$ cat config.mk
export PLATFORM = sky130hd
export DESIGN_NAME = three_shunt_current_reconstruct_flat
export DESIGN_NICKNAME = d
export VERILOG_FILES = /design/src/rtl/tscr_pkg.sv /design/src/rtl/tscr_if.sv /design/src/rtl/three_shunt_current_reconstruct.sv /design/src/rtl/tscr_phase.sv /design/src/rtl/tscr_calib.sv /design/src/flat_wrapper.sv
export SDC_FILE = /design/constraint.sdc
export NUM_CORES = 2
export LEC_CHECK = 0
export BUFFER_PORTS_ARGS = -buffer_cell sky130_fd_sc_hd__buf_2
export CAP_MARGIN = 40
export CELL_PAD_IN_SITES_DETAIL_PLACEMENT = 2
export CELL_PAD_IN_SITES_GLOBAL_PLACEMENT = 2
export CORE_ASPECT_RATIO = 1.25
export CORE_MARGIN = 4
export CORE_UTILIZATION = 38
export DETAILED_ROUTE_END_ITERATION = 12
export HOLD_SLACK_MARGIN = 0.08
export PLACE_DENSITY = 0.9
export SYNTH_ARGS = -nofsm -noshare
export SYNTH_HDL_FRONTEND = slang
export SYNTH_SLANG_ARGS = --single-unit
$ cat constraint.sdc
create_clock -name clk_i -period 12.7 [get_ports clk_i]
set_clock_uncertainty 0.1 [all_clocks]
set_input_delay 0.635 -clock clk_i [delete_from_list [all_inputs] [get_ports clk_i]]
set_output_delay 0.635 -clock clk_i [all_outputs]
set_load 0.05 [all_outputs]
$ cat src/rtl/tscr_pkg.sv
// ----------------------------------------------------------------------------
// tscr_pkg: shared types and constants for three-shunt current reconstruction
// Field widths, fixed-point positions, function and register codes, saturation.
// ----------------------------------------------------------------------------
package tscr_pkg;

  localparam int unsigned ADC_W      = 12;  // raw ADC field width
  localparam int unsigned CUR_W      = 16;  // signed mA
  localparam int unsigned MV_W       = 16;  // unsigned mV
  localparam int unsigned HOLD_W     = 16;
  localparam int unsigned SCALE_W    = 16;
  localparam int unsigned INV_W      = 3;
  localparam int unsigned SECTOR_W   = 3;
  localparam int unsigned FUNC_W     = 2;
  localparam int unsigned PAIR_W     = 2;
  localparam int unsigned CFG_IDX_W  = 2;
  localparam int unsigned CFG_DATA_W = 16;

  localparam int unsigned OFS_FRAC   = 4;   // offsets are Qx.4 counts
  localparam int unsigned CUR_FRAC   = 20;  // Q16 scale times Q4 diff
  localparam int unsigned BUS_FRAC   = 8;   // Q8 bus scale
  localparam int unsigned SAT_IN_W   = 40;  // width fed to the saturator

  localparam int unsigned CALIB_SAMPLES_DEF = 64;
  localparam int unsigned ADC_BITS_DEF      = 12;

  localparam logic [MV_W-1:0] VBUS_DEFAULT_RST = 16'd24000;

  typedef enum logic [FUNC_W-1:0] {
    FUNC_UPDATE = 2'd0,
    FUNC_CALIB  = 2'd1,
    FUNC_RESET  = 2'd2
  } func_e;

  typedef enum logic [PAIR_W-1:0] {
    PAIR_VW = 2'd0,
    PAIR_UW = 2'd1,
    PAIR_UV = 2'd2
  } pair_e;

  typedef enum logic [CFG_IDX_W-1:0] {
    REG_CURRENT_SCALE = 2'd0,
    REG_PHASE_INVERT  = 2'd1,
    REG_VBUS_SCALE    = 2'd2,
    REG_VBUS_DEFAULT  = 2'd3
  } cfg_reg_e;

  // Clamp a wide signed value to the signed current range.
  function automatic logic signed [CUR_W-1:0] sat_cur(input logic signed [SAT_IN_W-1:0] v);
    logic [SAT_IN_W-CUR_W:0] top;
    top = v[SAT_IN_W-1:CUR_W-1];
    if (top == '0 || top == '1) begin
      return v[CUR_W-1:0];
    end else if (v[SAT_IN_W-1]) begin
      return {1'b1, {(CUR_W-1){1'b0}}};
    end else begin
      return {1'b0, {(CUR_W-1){1'b1}}};
    end
  endfunction

endpackage

$ cat src/rtl/tscr_if.sv
// ----------------------------------------------------------------------------
// tscr channel interfaces
// Sample input, result output and register write channels, valid/ready.
// ----------------------------------------------------------------------------
interface tscr_in_if import tscr_pkg::*; ();
  logic                valid;
  logic                ready;
  logic [FUNC_W-1:0]   func;
  logic [ADC_W-1:0]    adc_u;
  logic [ADC_W-1:0]    adc_v;
  logic [ADC_W-1:0]    adc_w;
  logic [ADC_W-1:0]    adc_bus;
  logic                bus_ready;
  logic [SECTOR_W-1:0] sector;
  logic                fallback;

  modport source (output valid, func, adc_u, adc_v, adc_w, adc_bus, bus_ready, sector,
                  fallback, input ready);
  modport sink   (input valid, func, adc_u, adc_v, adc_w, adc_bus, bus_ready, sector,
                  fallback, output ready);
endinterface

interface tscr_out_if import tscr_pkg::*; ();
  logic                    valid;
  logic                    ready;
  logic signed [CUR_W-1:0] current_u_ma;
  logic signed [CUR_W-1:0] current_v_ma;
  logic signed [CUR_W-1:0] current_w_ma;
  logic [MV_W-1:0]         bus_mv;
  logic [PAIR_W-1:0]       trusted_pair;
  logic                    held;
  logic [HOLD_W-1:0]       hold_count;
  logic                    calib_done;

  modport source (output valid, current_u_ma, current_v_ma, current_w_ma, bus_mv,
                  trusted_pair, held, hold_count, calib_done, input ready);
  modport sink   (input valid, current_u_ma, current_v_ma, current_w_ma, bus_mv,
                  trusted_pair, held, hold_count, calib_done, output ready);
endinterface

interface tscr_cfg_if import tscr_pkg::*; ();
  logic                  valid;
  logic                  ready;
  logic [CFG_IDX_W-1:0]  index;
  logic [CFG_DATA_W-1:0] data;

  modport source (output valid, index, data, input ready);
  modport sink   (input valid, index, data, output ready);
endinterface

$ cat src/rtl/three_shunt_current_reconstruct.sv
// ----------------------------------------------------------------------------
// three_shunt_current_reconstruct: phase currents from three shunt samples
// Offset calibration, scaling to mA, sector-based rebuild, hold, bus voltage.
// ----------------------------------------------------------------------------
// Throughput is one sample transaction per clock while results drain: the
// item lands in an input register, all arithmetic (three per-phase scale
// multipliers, the rebuild adder, the bus multiplier, the offset reciprocal
// multipliers on the last calibration sample) runs in one pass, and the
// result sits in an output register. The input side keeps taking items while
// a result waits, as long as the output register is being drained. Function
// codes: update turns samples into currents (holding the last good set on
// fallback, if one exists), calibration accumulates CALIB_SAMPLES samples and
// then latches the offsets with calib_done set, runtime reset drops the held
// set and the hold counter but keeps offsets and calibration progress.
// Calibration, reset and unused codes return all-zero results (apart from
// calib_done). Registers: 0 current_scale (Q16 mA/count), 1 phase_invert
// (bit per U,V,W), 2 vbus_scale (Q8 mV/count), 3 vbus_default_mv; write them
// only while no transaction is in flight. There is no clearing pass after
// reset. ADC_BITS masks the shunt samples to that many low bits.
// ----------------------------------------------------------------------------
module three_shunt_current_reconstruct import tscr_pkg::*; #(
  parameter int unsigned CALIB_SAMPLES = CALIB_SAMPLES_DEF,
  parameter int unsigned ADC_BITS      = ADC_BITS_DEF
) (
  input  logic         clk_i,
  input  logic         rst_ni,
  tscr_cfg_if.sink     cfg_i,
  tscr_in_if.sink      in_i,
  tscr_out_if.source   out_o
);

  localparam int unsigned RAW_W   = (ADC_BITS < ADC_W) ? ADC_BITS : ADC_W;
  localparam int unsigned OFS_W   = RAW_W + OFS_FRAC;
  localparam int unsigned BUS_P_W = ADC_W + SCALE_W + 1;
  localparam logic [BUS_P_W-1:0] BUS_ROUND = BUS_P_W'(1) << (BUS_FRAC - 1);

  typedef struct packed {
    logic [FUNC_W-1:0]   func;
    logic [ADC_W-1:0]    adc_u;
    logic [ADC_W-1:0]    adc_v;
    logic [ADC_W-1:0]    adc_w;
    logic [ADC_W-1:0]    adc_bus;
    logic                bus_ready;
    logic [SECTOR_W-1:0] sector;
    logic                fallback;
  } item_t;

  typedef struct packed {
    logic [CUR_W-1:0]  cur_u;
    logic [CUR_W-1:0]  cur_v;
    logic [CUR_W-1:0]  cur_w;
    logic [MV_W-1:0]   mv;
    logic [PAIR_W-1:0] pair;
    logic              held;
    logic [HOLD_W-1:0] hold_count;
    logic              calib_done;
  } result_t;

  // -- configuration registers ---------------------------------------------
  logic [SCALE_W-1:0] cur_scale_q;
  logic [INV_W-1:0]   invert_q;
  logic [SCALE_W-1:0] vbus_scale_q;
  logic [MV_W-1:0]    vbus_def_q;

  assign cfg_i.ready = 1'b1;

  always_ff @(posedge clk_i or negedge rst_ni) begin
    if (!rst_ni) begin
      cur_scale_q  <= '0;
      invert_q     <= '0;
      vbus_scale_q <= '0;
      vbus_def_q   <= VBUS_DEFAULT_RST;
    end else if (cfg_i.valid) begin
      unique case (cfg_i.index)
        REG_CURRENT_SCALE: cur_scale_q  <= cfg_i.data;
        REG_PHASE_INVERT:  invert_q     <= cfg_i.data[INV_W-1:0];
        REG_VBUS_SCALE:    vbus_scale_q <= cfg_i.data;
        REG_VBUS_DEFAULT:  vbus_def_q   <= cfg_i.data;
        default: ;
      endcase
    end
  end

  // -- input register --------------------------------------------------------
  item_t   in_q;
  logic    in_valid_q;
  logic    advance;       // item moves from input to output register
  result_t res_q, res_d;
  logic    out_valid_q;

  assign advance    = in_valid_q & (~out_valid_q | out_o.ready);
  assign in_i.ready = ~in_valid_q | advance;

  always_ff @(posedge clk_i or negedge rst_ni) begin
    if (!rst_ni) begin
      in_valid_q <= 1'b0;
    end else if (in_i.valid && in_i.ready) begin
      in_valid_q <= 1'b1;
    end else if (advance) begin
      in_valid_q <= 1'b0;
    end
  end

  always_ff @(posedge clk_i) begin
    if (in_i.valid && in_i.ready) begin
      in_q <= '{func: in_i.func, adc_u: in_i.adc_u, adc_v: in_i.adc_v,
                adc_w: in_i.adc_w, adc_bus: in_i.adc_bus, bus_ready: in_i.bus_ready,
                sector: in_i.sector, fallback: in_i.fallback};
    end
  end

  // -- calibration -------------------------------------------------------------
  logic [2:0][RAW_W-1:0] raw;
  logic [2:0][OFS_W-1:0] offset;
  logic                  calib_fire, calib_done;

  assign raw[0] = in_q.adc_u[RAW_W-1:0];
  assign raw[1] = in_q.adc_v[RAW_W-1:0];
  assign raw[2] = in_q.adc_w[RAW_W-1:0];
  assign calib_fire = advance && (in_q.func == FUNC_CALIB);

  tscr_calib #(
    .CALIB_SAMPLES (CALIB_SAMPLES),
    .RAW_W         (RAW_W)
  ) u_calib (
    .clk_i    (clk_i),
    .rst_ni   (rst_ni),
    .sample_i (calib_fire),
    .raw_i    (raw),
    .offset_o (offset),
    .done_o   (calib_done)
  );

  // -- per-phase scaling ---------------------------------------------------------
  logic signed [CUR_W-1:0] meas [3];

  for (genvar p = 0; p < 3; p++) begin : g_phase
    tscr_phase #(
      .RAW_W (RAW_W)
    ) u_phase (
      .raw_i     (raw[p]),
      .offset_i  (offset[p]),
      .invert_i  (invert_q[p]),
      .scale_i   (cur_scale_q),
      .current_o (meas[p])
    );
  end

  // -- sector rebuild: untrusted phase is minus the sum of the other two ----------
  function automatic logic signed [CUR_W-1:0] rebuild(input logic signed [CUR_W-1:0] a,
                                                      input logic signed [CUR_W-1:0] b);
    logic signed [SAT_IN_W-1:0] s;
    s = -(SAT_IN_W'(a) + SAT_IN_W'(b));
    return sat_cur(s);
  endfunction

  logic signed [CUR_W-1:0] cur_u, cur_v, cur_w;
  pair_e                   pair;

  always_comb begin
    cur_u = meas[0];
    cur_v = meas[1];
    cur_w = meas[2];
    unique case (in_q.sector) inside
      3'd1, 3'd6: begin
        pair  = PAIR_VW;
        cur_u = rebuild(meas[1], meas[2]);
      end
      3'd2, 3'd3: begin
        pair  = PAIR_UW;
        cur_v = rebuild(meas[0], meas[2]);
      end
      default: begin   // sectors 4, 5 and out-of-range codes
        pair  = PAIR_UV;
        cur_w = rebuild(meas[0], meas[1]);
      end
    endcase
  end

  // -- bus voltage ---------------------------------------------------------------
  logic [BUS_P_W-1:0]          bus_sum;
  logic [BUS_P_W-BUS_FRAC-1:0] bus_shift;
  logic [MV_W-1:0]             bus_mv;

  always_comb begin
    bus_sum   = BUS_P_W'(in_q.adc_bus) * BUS_P_W'(vbus_scale_q) + BUS_ROUND;
    bus_shift = bus_sum[BUS_P_W-1:BUS_FRAC];
    if (!in_q.bus_ready) begin
      bus_mv = vbus_def_q;
    end else if (|bus_shift[BUS_P_W-BUS_FRAC-1:MV_W]) begin
      bus_mv = '1;
    end else begin
      bus_mv = bus_shift[MV_W-1:0];
    end
  end

  // -- hold of last valid set ------------------------------------------------------
  logic [CUR_W-1:0]  last_u_q, last_v_q, last_w_q;
  logic              last_valid_q;
  logic [HOLD_W-1:0] holds_q, holds_inc;
  logic              hold_now;

  assign hold_now  = in_q.fallback & last_valid_q;
  assign holds_inc = (holds_q == '1) ? holds_q : holds_q + HOLD_W'(1);

  always_ff @(posedge clk_i or negedge rst_ni) begin
    if (!rst_ni) begin
      last_valid_q <= 1'b0;
      holds_q      <= '0;
    end else if (advance) begin
      case (in_q.func)
        FUNC_UPDATE: begin
          if (hold_now) begin
            holds_q <= holds_inc;
          end else begin
            holds_q      <= '0;
            last_valid_q <= 1'b1;
          end
        end
        FUNC_RESET: begin
          holds_q      <= '0;
          last_valid_q <= 1'b0;
        end
        default: ;
      endcase
    end
  end

  // Held set is only read while last_valid_q is set.
  always_ff @(posedge clk_i) begin
    if (advance && (in_q.func == FUNC_UPDATE) && !hold_now) begin
      last_u_q <= cur_u;
      last_v_q <= cur_v;
      last_w_q <= cur_w;
    end
  end

  // -- result ------------------------------------------------------------------------
  always_comb begin
    res_d = '0;
    case (in_q.func)
      FUNC_UPDATE: begin
        res_d.mv   = bus_mv;
        res_d.pair = pair;
        if (hold_now) begin
          res_d.cur_u      = last_u_q;
          res_d.cur_v      = last_v_q;
          res_d.cur_w      = last_w_q;
          res_d.held       = 1'b1;
          res_d.hold_count = holds_inc;
        end else begin
          res_d.cur_u = cur_u;
          res_d.cur_v = cur_v;
          res_d.cur_w = cur_w;
        end
      end
      FUNC_CALIB: res_d.calib_done = calib_done;
      default: ;
    endcase
  end

  always_ff @(posedge clk_i or negedge rst_ni) begin
    if (!rst_ni) begin
      out_valid_q <= 1'b0;
    end else if (advance) begin
      out_valid_q <= 1'b1;
    end else if (out_o.ready) begin
      out_valid_q <= 1'b0;
    end
  end

  always_ff @(posedge clk_i) begin
    if (advance) begin
      res_q <= res_d;
    end
  end

  assign out_o.valid        = out_valid_q;
  assign out_o.current_u_ma = res_q.cur_u;
  assign out_o.current_v_ma = res_q.cur_v;
  assign out_o.current_w_ma = res_q.cur_w;
  assign out_o.bus_mv       = res_q.mv;
  assign out_o.trusted_pair = res_q.pair;
  assign out_o.held         = res_q.held;
  assign out_o.hold_count   = res_q.hold_count;
  assign out_o.calib_done   = res_q.calib_done;

endmodule

$ cat src/rtl/tscr_phase.sv
// ----------------------------------------------------------------------------
// tscr_phase: one phase, ADC count to milliamps
// Offset removal, optional sign flip, Q16 scale, round, saturate to int16.
// ----------------------------------------------------------------------------
module tscr_phase import tscr_pkg::*; #(
  parameter int unsigned RAW_W = ADC_W,
  localparam int unsigned OFS_W = RAW_W + OFS_FRAC
) (
  input  logic [RAW_W-1:0]       raw_i,
  input  logic [OFS_W-1:0]       offset_i,
  input  logic                   invert_i,
  input  logic [SCALE_W-1:0]     scale_i,
  output logic signed [CUR_W-1:0] current_o
);

  localparam int unsigned DIFF_W = OFS_W + 2;
  localparam int unsigned PROD_W = DIFF_W + SCALE_W + 1;
  localparam int unsigned RND_W  = PROD_W + 1;
  localparam logic signed [RND_W-1:0] ROUND =
    {{(RND_W-CUR_FRAC){1'b0}}, 1'b1, {(CUR_FRAC-1){1'b0}}};

  logic signed [DIFF_W-1:0] diff;
  logic signed [DIFF_W-1:0] sdiff;
  logic signed [PROD_W-1:0] prod;
  logic signed [RND_W-1:0]  rnd;
  logic signed [RND_W-1:0]  quo;

  always_comb begin
    diff  = signed'({2'b00, raw_i, {OFS_FRAC{1'b0}}}) - signed'({2'b00, offset_i});
    sdiff = invert_i ? -diff : diff;
    prod  = PROD_W'(sdiff) * PROD_W'(signed'({1'b0, scale_i}));
    rnd   = RND_W'(prod) + ROUND;
    quo   = rnd >>> CUR_FRAC;   // floor division, also for negatives
    current_o = sat_cur(SAT_IN_W'(quo));
  end

endmodule

$ cat src/rtl/tscr_calib.sv
// ----------------------------------------------------------------------------
// tscr_calib: zero-offset calibration
// Sums CALIB_SAMPLES raw counts per phase, then latches sum*16/N as offsets.
// ----------------------------------------------------------------------------
module tscr_calib import tscr_pkg::*; #(
  parameter int unsigned CALIB_SAMPLES = CALIB_SAMPLES_DEF,
  parameter int unsigned RAW_W         = ADC_W,
  localparam int unsigned OFS_W        = RAW_W + OFS_FRAC
) (
  input  logic                  clk_i,
  input  logic                  rst_ni,
  input  logic                  sample_i,
  input  logic [2:0][RAW_W-1:0] raw_i,
  output logic [2:0][OFS_W-1:0] offset_o,
  output logic                  done_o
);

  localparam int unsigned CNT_W = $clog2(CALIB_SAMPLES);
  localparam int unsigned SUM_W = RAW_W + CNT_W;
  localparam int unsigned NUM_W = SUM_W + OFS_FRAC;
  // Round-up reciprocal: exact floor(n/N) for every n below 2^NUM_W.
  localparam int unsigned DIV_S = NUM_W + CNT_W;
  localparam int unsigned MUL_W = NUM_W + 1;
  localparam int unsigned PRD_W = NUM_W + MUL_W;
  localparam logic [MUL_W-1:0] DIV_M =
    MUL_W'(((64'd1 << DIV_S) + 64'(CALIB_SAMPLES) - 64'd1) / 64'(CALIB_SAMPLES));

  logic [CNT_W-1:0] count_q, count_d;
  logic [CNT_W:0]   cnt_inc;
  logic             last;

  assign cnt_inc = {1'b0, count_q} + (CNT_W+1)'(1);
  assign last    = (cnt_inc == (CNT_W+1)'(CALIB_SAMPLES));
  assign count_d = last ? '0 : cnt_inc[CNT_W-1:0];
  assign done_o  = sample_i & last;

  always_ff @(posedge clk_i or negedge rst_ni) begin
    if (!rst_ni) begin
      count_q <= '0;
    end else if (sample_i) begin
      count_q <= count_d;
    end
  end

  for (genvar p = 0; p < 3; p++) begin : g_phase
    logic [SUM_W-1:0] sum_q, sum_d;
    logic [OFS_W-1:0] ofs_q;
    logic [PRD_W-1:0] prod;

    assign sum_d = sum_q + SUM_W'(raw_i[p]);
    assign prod  = PRD_W'({sum_d, {OFS_FRAC{1'b0}}}) * PRD_W'(DIV_M);

    always_ff @(posedge clk_i or negedge rst_ni) begin
      if (!rst_ni) begin
        sum_q <= '0;
        ofs_q <= '0;
      end else if (sample_i) begin
        if (last) begin
          sum_q <= '0;
          ofs_q <= prod[DIV_S +: OFS_W];
        end else begin
          sum_q <= sum_d;
        end
      end
    end

    assign offset_o[p] = ofs_q;
  end

endmodule
$ cat src/flat_wrapper.sv
// flat-port wrapper written by rule: the top's interface ports become plain ports
module three_shunt_current_reconstruct_flat import tscr_pkg::*;
#(
  parameter int unsigned CALIB_SAMPLES = CALIB_SAMPLES_DEF,
  parameter int unsigned ADC_BITS      = ADC_BITS_DEF
)
  (clk_i, rst_ni, cfg_i_valid, cfg_i_index, cfg_i_data, cfg_i_ready, in_i_valid, in_i_func, in_i_adc_u, in_i_adc_v, in_i_adc_w, in_i_adc_bus, in_i_bus_ready, in_i_sector, in_i_fallback, in_i_ready, out_o_valid, out_o_current_u_ma, out_o_current_v_ma, out_o_current_w_ma, out_o_bus_mv, out_o_trusted_pair, out_o_held, out_o_hold_count, out_o_calib_done, out_o_ready);
  tscr_cfg_if cfg_i_i ();
  tscr_in_if in_i_i ();
  tscr_out_if out_o_i ();
  input  logic clk_i;
  input  logic rst_ni;
  input wire logic [$bits(cfg_i_i.valid)-1:0] cfg_i_valid;
  input wire logic [$bits(cfg_i_i.index)-1:0] cfg_i_index;
  input wire logic [$bits(cfg_i_i.data)-1:0] cfg_i_data;
  output wire logic [$bits(cfg_i_i.ready)-1:0] cfg_i_ready;
  input wire logic [$bits(in_i_i.valid)-1:0] in_i_valid;
  input wire logic [$bits(in_i_i.func)-1:0] in_i_func;
  input wire logic [$bits(in_i_i.adc_u)-1:0] in_i_adc_u;
  input wire logic [$bits(in_i_i.adc_v)-1:0] in_i_adc_v;
  input wire logic [$bits(in_i_i.adc_w)-1:0] in_i_adc_w;
  input wire logic [$bits(in_i_i.adc_bus)-1:0] in_i_adc_bus;
  input wire logic [$bits(in_i_i.bus_ready)-1:0] in_i_bus_ready;
  input wire logic [$bits(in_i_i.sector)-1:0] in_i_sector;
  input wire logic [$bits(in_i_i.fallback)-1:0] in_i_fallback;
  output wire logic [$bits(in_i_i.ready)-1:0] in_i_ready;
  output wire logic [$bits(out_o_i.valid)-1:0] out_o_valid;
  output wire logic [$bits(out_o_i.current_u_ma)-1:0] out_o_current_u_ma;
  output wire logic [$bits(out_o_i.current_v_ma)-1:0] out_o_current_v_ma;
  output wire logic [$bits(out_o_i.current_w_ma)-1:0] out_o_current_w_ma;
  output wire logic [$bits(out_o_i.bus_mv)-1:0] out_o_bus_mv;
  output wire logic [$bits(out_o_i.trusted_pair)-1:0] out_o_trusted_pair;
  output wire logic [$bits(out_o_i.held)-1:0] out_o_held;
  output wire logic [$bits(out_o_i.hold_count)-1:0] out_o_hold_count;
  output wire logic [$bits(out_o_i.calib_done)-1:0] out_o_calib_done;
  input wire logic [$bits(out_o_i.ready)-1:0] out_o_ready;
  assign cfg_i_i.valid = cfg_i_valid;
  assign cfg_i_i.index = cfg_i_index;
  assign cfg_i_i.data = cfg_i_data;
  assign cfg_i_ready = cfg_i_i.ready;
  assign in_i_i.valid = in_i_valid;
  assign in_i_i.func = in_i_func;
  assign in_i_i.adc_u = in_i_adc_u;
  assign in_i_i.adc_v = in_i_adc_v;
  assign in_i_i.adc_w = in_i_adc_w;
  assign in_i_i.adc_bus = in_i_adc_bus;
  assign in_i_i.bus_ready = in_i_bus_ready;
  assign in_i_i.sector = in_i_sector;
  assign in_i_i.fallback = in_i_fallback;
  assign in_i_ready = in_i_i.ready;
  assign out_o_valid = out_o_i.valid;
  assign out_o_current_u_ma = out_o_i.current_u_ma;
  assign out_o_current_v_ma = out_o_i.current_v_ma;
  assign out_o_current_w_ma = out_o_i.current_w_ma;
  assign out_o_bus_mv = out_o_i.bus_mv;
  assign out_o_trusted_pair = out_o_i.trusted_pair;
  assign out_o_held = out_o_i.held;
  assign out_o_hold_count = out_o_i.hold_count;
  assign out_o_calib_done = out_o_i.calib_done;
  assign out_o_i.ready = out_o_ready;
  three_shunt_current_reconstruct #(.CALIB_SAMPLES(CALIB_SAMPLES), .ADC_BITS(ADC_BITS)) u_core (.clk_i(clk_i), .rst_ni(rst_ni), .cfg_i(cfg_i_i), .in_i(in_i_i), .out_o(out_o_i));
endmodule
==> impl_summary.txt, run 1 <==
----------------------------------------------------
[Synthesis]
  Post-synth EDFFs ... 187
  Synth Area per Inst ... 9.15 µm²
  FFs w/ async S/R, synth ... 48.8%
  Area of the mapped netlist ... 64,100 µm²
  Most common flop cell mapped by yosys ... sky130_fd_sc_hd__edfxtp_1
  Library cells used by synthesis ... 119
  Fraction of post-synthesis cell area in the top cell type by area ... 31.7%
  Post-synthesis instance total ... 7,005
  Cells taking the most area after synthesis ... sky130_fd_sc_hd__fa_1 (32%), sky130_fd_sc_hd__ha_1 (9.8%), sky130_fd_sc_hd__edfxtp_1 (8.8%)
  Sequential cell area fraction in the yosys report ... 15.7%
  Syn. warnings ... 0
  Synth Net Count ... 8,597
  Top cell type by total area after synthesis ... sky130_fd_sc_hd__fa_1
  Number of register bits inferred by synthesis ... 365

[Place]
  IO buf count ... 163
  Detailed placement HPWL ... 268,000 µm
  Placed Area ... 72,800 µm²
  RePlAce Congestion ... 0.921
  Setup Slack @ Placement ... -3.10 ns

[Status]
  Stage where the flow stopped ... clock tree synthesis
  First reported error ... [ERROR DPL-0033] detailed placement checks failed during check placement.
  Outcome ... aborted with a tool error

[Clock tree]
  Number of buffers inserted during clock tree synthesis ... 41
  CTS root buffer ... sky130_fd_sc_hd__clkbuf_16
  Post-CTS setup buffer count ... 174
  Maximum buffer depth of the clock tree ... 3
  # H-tree levels ... 2
  Clock Sink Count ... 365
  Cts repair resizes ... 942
  Cts-stage hold buffer count ... 10

[Die]
  Height of the chip ... 467 µm
  I/O Pins ... 165
  Die width ... 375 µm
  Initial core utilization ... 38.2%
  Std-Cell Rows ... 168

----------------------------------------------------
-- cell usage after synthesis, types with 14 or more instances --
master	count
sky130_fd_sc_hd__or3_1	40
sky130_fd_sc_hd__nand2b_1	81
sky130_fd_sc_hd__a31oi_1	25
sky130_fd_sc_hd__o221a_2	18
sky130_fd_sc_hd__clkbuf_1	254
sky130_fd_sc_hd__nand3_1	53
sky130_fd_sc_hd__a211oi_1	20
sky130_fd_sc_hd__nand4_1	31
sky130_fd_sc_hd__edfxtp_1	187
sky130_fd_sc_hd__or2_2	19
sky130_fd_sc_hd__nand2_1	754
sky130_fd_sc_hd__o22ai_1	21
sky130_fd_sc_hd__xor2_1	114
sky130_fd_sc_hd__a21boi_0	20
sky130_fd_sc_hd__a22oi_1	30
sky130_fd_sc_hd__o21a_1	24
sky130_fd_sc_hd__nor2b_1	133
sky130_fd_sc_hd__fa_1	1014
sky130_fd_sc_hd__o31ai_1	30
sky130_fd_sc_hd__and4_1	14
sky130_fd_sc_hd__and3_1	34
sky130_fd_sc_hd__nor2_1	220
sky130_fd_sc_hd__xnor2_1	246
sky130_fd_sc_hd__inv_1	1412
sky130_fd_sc_hd__nor3b_1	14
sky130_fd_sc_hd__mux2_2	56
sky130_fd_sc_hd__o211ai_1	47
sky130_fd_sc_hd__and2_1	480
sky130_fd_sc_hd__dfrtp_1	171
sky130_fd_sc_hd__o21ai_0	225
sky130_fd_sc_hd__ha_1	500
sky130_fd_sc_hd__o21bai_1	38
sky130_fd_sc_hd__a21o_1	61
sky130_fd_sc_hd__a21oi_1	216
sky130_fd_sc_hd__a22o_1	45
sky130_fd_sc_hd__o21ai_1	40
sky130_fd_sc_hd__buf_2	19
sky130_fd_sc_hd__nor3_1	46
-- per-stage QoR --
stage	instances	util, %
after detailed placement	9887	43.4
after global placement	9874	43.3
after floorplan	7005	-
-- cell families after synthesis --
kind of cell               count (synthesis)  synth area share (%)
other                                      1               0.00585
AOI/OAI and AO/OA                        997                  10.5
xor gates and xnor gates                 370                  5.23
DFF                                      365                  15.7
buffers and inverters                   1701                  10.1
adders and majority gates               1519                  41.5
muxes                                     62                  1.08
and+or+nand+nor                         1990                  15.8
==> inputs of run 2 (changes only) <==
--- a/config.mk
+++ b/config.mk
@@ -7,14 +7,10 @@
 export LEC_CHECK = 0
 export BUFFER_PORTS_ARGS = -buffer_cell sky130_fd_sc_hd__buf_2
 export CAP_MARGIN = 40
-export CELL_PAD_IN_SITES_DETAIL_PLACEMENT = 2
-export CELL_PAD_IN_SITES_GLOBAL_PLACEMENT = 2
-export CORE_ASPECT_RATIO = 1.25
 export CORE_MARGIN = 4
-export CORE_UTILIZATION = 38
+export CORE_UTILIZATION = 26
 export DETAILED_ROUTE_END_ITERATION = 12
-export HOLD_SLACK_MARGIN = 0.08
-export PLACE_DENSITY = 0.9
+export PLACE_DENSITY_LB_ADDON = 0.15
 export SYNTH_ARGS = -nofsm -noshare
 export SYNTH_HDL_FRONTEND = slang
 export SYNTH_SLANG_ARGS = --single-unit
==> constraint.sdc (replaced) <==
create_clock -name clk_i -period 16.5 [get_ports clk_i]
set_clock_uncertainty 0.1 [all_clocks]
set_input_delay 0.825 -clock clk_i [delete_from_list [all_inputs] [get_ports clk_i]]
set_output_delay 0.825 -clock clk_i [all_outputs]
set_load 0.05 [all_outputs]
==> run 2 against run 1 <==
Against the previous run: the flow now finishes without violations; synthesized cell count unchanged; area after synthesis unchanged.
==> impl_summary.txt, run 2 <==
----------------------------------------------------
[STA]
  Tcrit/Tclk final ... 92.5%
  Fin. max-slew vios ... 0
  Final-report setup violation count ... 0
  Fmax ... 65.5 MHz
  Final hold violations ... 0
  TNS Setup ... 0 ns
  Setup repair after global routing missed its margin ... no
  Period minus WS final ... 15.27 ns
  Pin slew with the least headroom to its limit ... 0.950 ns
  Hold slack ... 0.217 ns
  Rel. slew slack ... 36.7%

[Clock tree]
  CTS root buffer ... sky130_fd_sc_hd__clkbuf_16
  Clock Sink Count ... 365
  # H-tree levels ... 2
  Number of buffers inserted during clock tree synthesis ... 52
  Maximum buffer depth of the clock tree ... 3
  Insertion delay of the later-clocked pin in the worst-skew pair ... 0.70 ns
  Reg clk slew, reported paths ... 0.06 ns
  Post-CTS setup buffer count ... 0
  TritonCTS clock tree ... yes

[Drt]
  Wl on met1 ... 89,600 µm
  Detailed route wirelength on metal2 ... 97,900 µm
  Vias after detailed routing ... 47.3k
  Avg Vias per Cell ... 4.59
  Detailed Routing Iterations Pass 1 ... 7
  Antenna Nets Post-Route ... 0
  Met3 Routed Length ... 5550 µm
  Uppermost routed layer ... met4
  Average detailed-routed wire length per instance ... 19.2 µm
  Violation count after the first detailed-routing iteration ... 2,173
  DRC violation count after routing ... 0
  Overall routed net length ... 198,000 µm

[Synthesis]
  Area of the mapped netlist ... 64,100 µm²
  Sequential cell area fraction in the yosys report ... 15.7%
  Main combinational cell family by area after synthesis ... adder cells
  Adder-Cell Fraction of Synth Area ... 41.5%
  Most numerous cell in the Yosys netlist ... sky130_fd_sc_hd__inv_1
  Post-synth EDFFs ... 187
  Complex-gate fraction of the synthesized area ... 10.5%
  FFs w/ async S/R, synth ... 48.8%
  Mux contribution to synthesized area ... 1.08%
  Post-synth top cells ... sky130_fd_sc_hd__inv_1 (1,412), sky130_fd_sc_hd__fa_1 (1,014), sky130_fd_sc_hd__nand2_1 (754)
  Post-synthesis instance total ... 7,005
  Number of register bits inferred by synthesis ... 365
  Synth Area per Inst ... 9.15 µm²
  XOR/XNOR Fraction of Synth Area ... 5.23%
  Most common flop cell mapped by yosys ... sky130_fd_sc_hd__edfxtp_1
  Fraction of post-synthesis cell area in the top cell type by area ... 31.7%
  Cells taking the most area after synthesis ... sky130_fd_sc_hd__fa_1 (32%), sky130_fd_sc_hd__ha_1 (9.8%), sky130_fd_sc_hd__edfxtp_1 (8.8%)
  Library cells used by synthesis ... 119
  Syn. warnings ... 0
  Top cell type by total area after synthesis ... sky130_fd_sc_hd__fa_1
  Synth Net Count ... 8,597
  Simple logic cell fraction of the synthesized area ... 15.8%

[Global routing]
  Wire length of the first global-routing pass ... 314,000 µm
  Overall routing resource usage ... 15.7%
  Initial antenna violation count ... 11
  GR Overflow Total ... 0
  Pin count of the biggest net entering global routing ... 64
  Number of global-route vias before repair ... 51.9k

[Cells and area]
  Registers with the highest flip-flop counts ... u_core.in_q: 55 flops, u_core.u_calib.g_phase.sum_q: 54 flops, u_core.u_calib.g_phase.ofs_q: 48 flops
  Number of flip-flops in the largest register ... 55
  Largest reg by FF count ... u_core.in_q
  Fraction of layout instances using a drive strength above 1 ... 8.37%
  Fraction of the core area covered by cells at the end of the flow ... 29.1%
  Top library cells by usage in the layout, fill and taps aside ... sky130_fd_sc_hd__inv_1 (1,409), sky130_fd_sc_hd__fa_1 (1,014), sky130_fd_sc_hd__nand2_1 (754), sky130_fd_sc_hd__ha_1 (500), sky130_fd_sc_hd__and2_1 (480)
  Most common cell after layout, fill and taps aside ... sky130_fd_sc_hd__inv_1
  Net count reported at finish ... 8,668
  Area growth from synthesis to layout ... 10.7%

[Min path]
  Class of the most critical hold timing path ... in -> reg

[Worst setup path]
  Startpoint types ... flop
  Critical setup path kind ... reg -> reg
  Endpoint arrival time on the critical path ... 15.64 ns
  Cell type of the slowest stage on the worst timing path ... sky130_fd_sc_hd__fa_1
  Maximum fanout count along the critical path ... 25
  Sort of element at the end of the critical path ... flop
  CP dominant cell by count ... sky130_fd_sc_hd__o21ai_0
  Largest stage delay, worst path ... 0.85 ns
  Required arrival time at the worst endpoint ... 16.87 ns

[Place]
  RePlAce Congestion ... 0.871
  IO buf count ... 163
  Detailed placement HPWL ... 156,000 µm

[Die]
  Core region area ... 244,000 µm²
  Std-Cell Rows ... 181
  Height of the chip ... 504 µm
  Initial core utilization ... 26.2%
  Floorplan die area ... 254,000 µm²
  Die width ... 504 µm
  I/O Pins ... 165

[Status]
  Outcome ... finished clean

[Flow run]
  Max-capacitance violation count ... 0

----------------------------------------------------
-- run 2: cell counts after synthesis --
No cell type changed its count.
-- run 2: routing by layer --
metal | global-route usage (%) | vias to the layer above
li1 | - | 22200
met1 | 20.8 | 24300
met2 | 28.0 | 699
met3 | 1.20 | 171
met4 | 3.60 | 0
met5 | 0 | -
-- run 2: layout make-up --
cell class / count / area [µm²]
fill: 26000 / 173000
timing repair buffer: 306 / 2130
sequential: 365 / 10100
clock inverter: 26 / 278
clock buffer: 69 / 1450
antenna: 4 / 10.0
inverter: 1412 / 5310
multi-input combinational: 4939 / 47700
tap: 3202 / 4010
-- run 2: worst paths after layout --
check	from	end	slack [ns]	cells after the start
max in group asynchronous	rst_ni	u_core.u_calib.g_phase[0].ofs_q[13]	13.77	5
worst min register to register	u_core.u_calib.count_q[4]	u_core.u_calib.count_q[4]	0.37	1
worst max-delay path	u_core.u_calib.g_phase[1].ofs_q[0]	u_core.out_o.current_w_ma[0]	1.23	50
worst max register to register	u_core.u_calib.g_phase[1].ofs_q[0]	u_core.out_o.current_w_ma[0]	1.23	50
min in group asynchronous	rst_ni	u_core.holds_q[0]	0.62	2
worst min-delay path	in_i_adc_v[7]	u_core.in_q[36]	0.22	1
-- run 2: through the flow --
stage / instance area [µm²] / instances / worst slack, ns
2_1_floorplan: 64100 / 7005 / 3.53
3_3_place_gp: 68700 / 10200 / 1.15
3_5_place_dp: 69200 / 10200 / 1.04
4_1_cts: 70900 / 10300 / 0.943
5_1_grt: 70900 / 10300 / 0.0496
6_report: 70900 / 10300 / 1.23
-- run 2: worst max-delay path: cells and delay by family, from the launching register on --
kind | cells | cell delay [ns]
DFF | 1 | 0.67
xor gates and xnor gates | 3 | 1.25
and+or+nand+nor | 16 | 4.23
AOI/OAI and AO/OA | 17 | 3.88
buffers and inverters | 5 | 0.71
adders and majority gates | 9 | 4.19
-- run 2: cells by family (layout without fill, tap and decap cells) --
| family | count (synthesis) | in the layout |
|---|---|---|
| simple gates | 1990 | 1990 |
| buf+inv | 1701 | 1813 |
| fa+ha+maj | 1519 | 1519 |
| compound gates | 997 | 997 |
| xor+xnor | 370 | 370 |
| flops | 365 | 365 |
| mux | 62 | 62 |
| other cells | 1 | 5 |
-- run 2: repair_timing --
item,4_1_cts,5_1_grt
hold buffers,1,0
setup endpoints to repair,0,15
resized for setup,0,4
hold endpoints to repair,2,0
Power of run 2 is not shown: default switching activity piles up to over one toggle a cycle in this logic, so the estimate is an artifact.
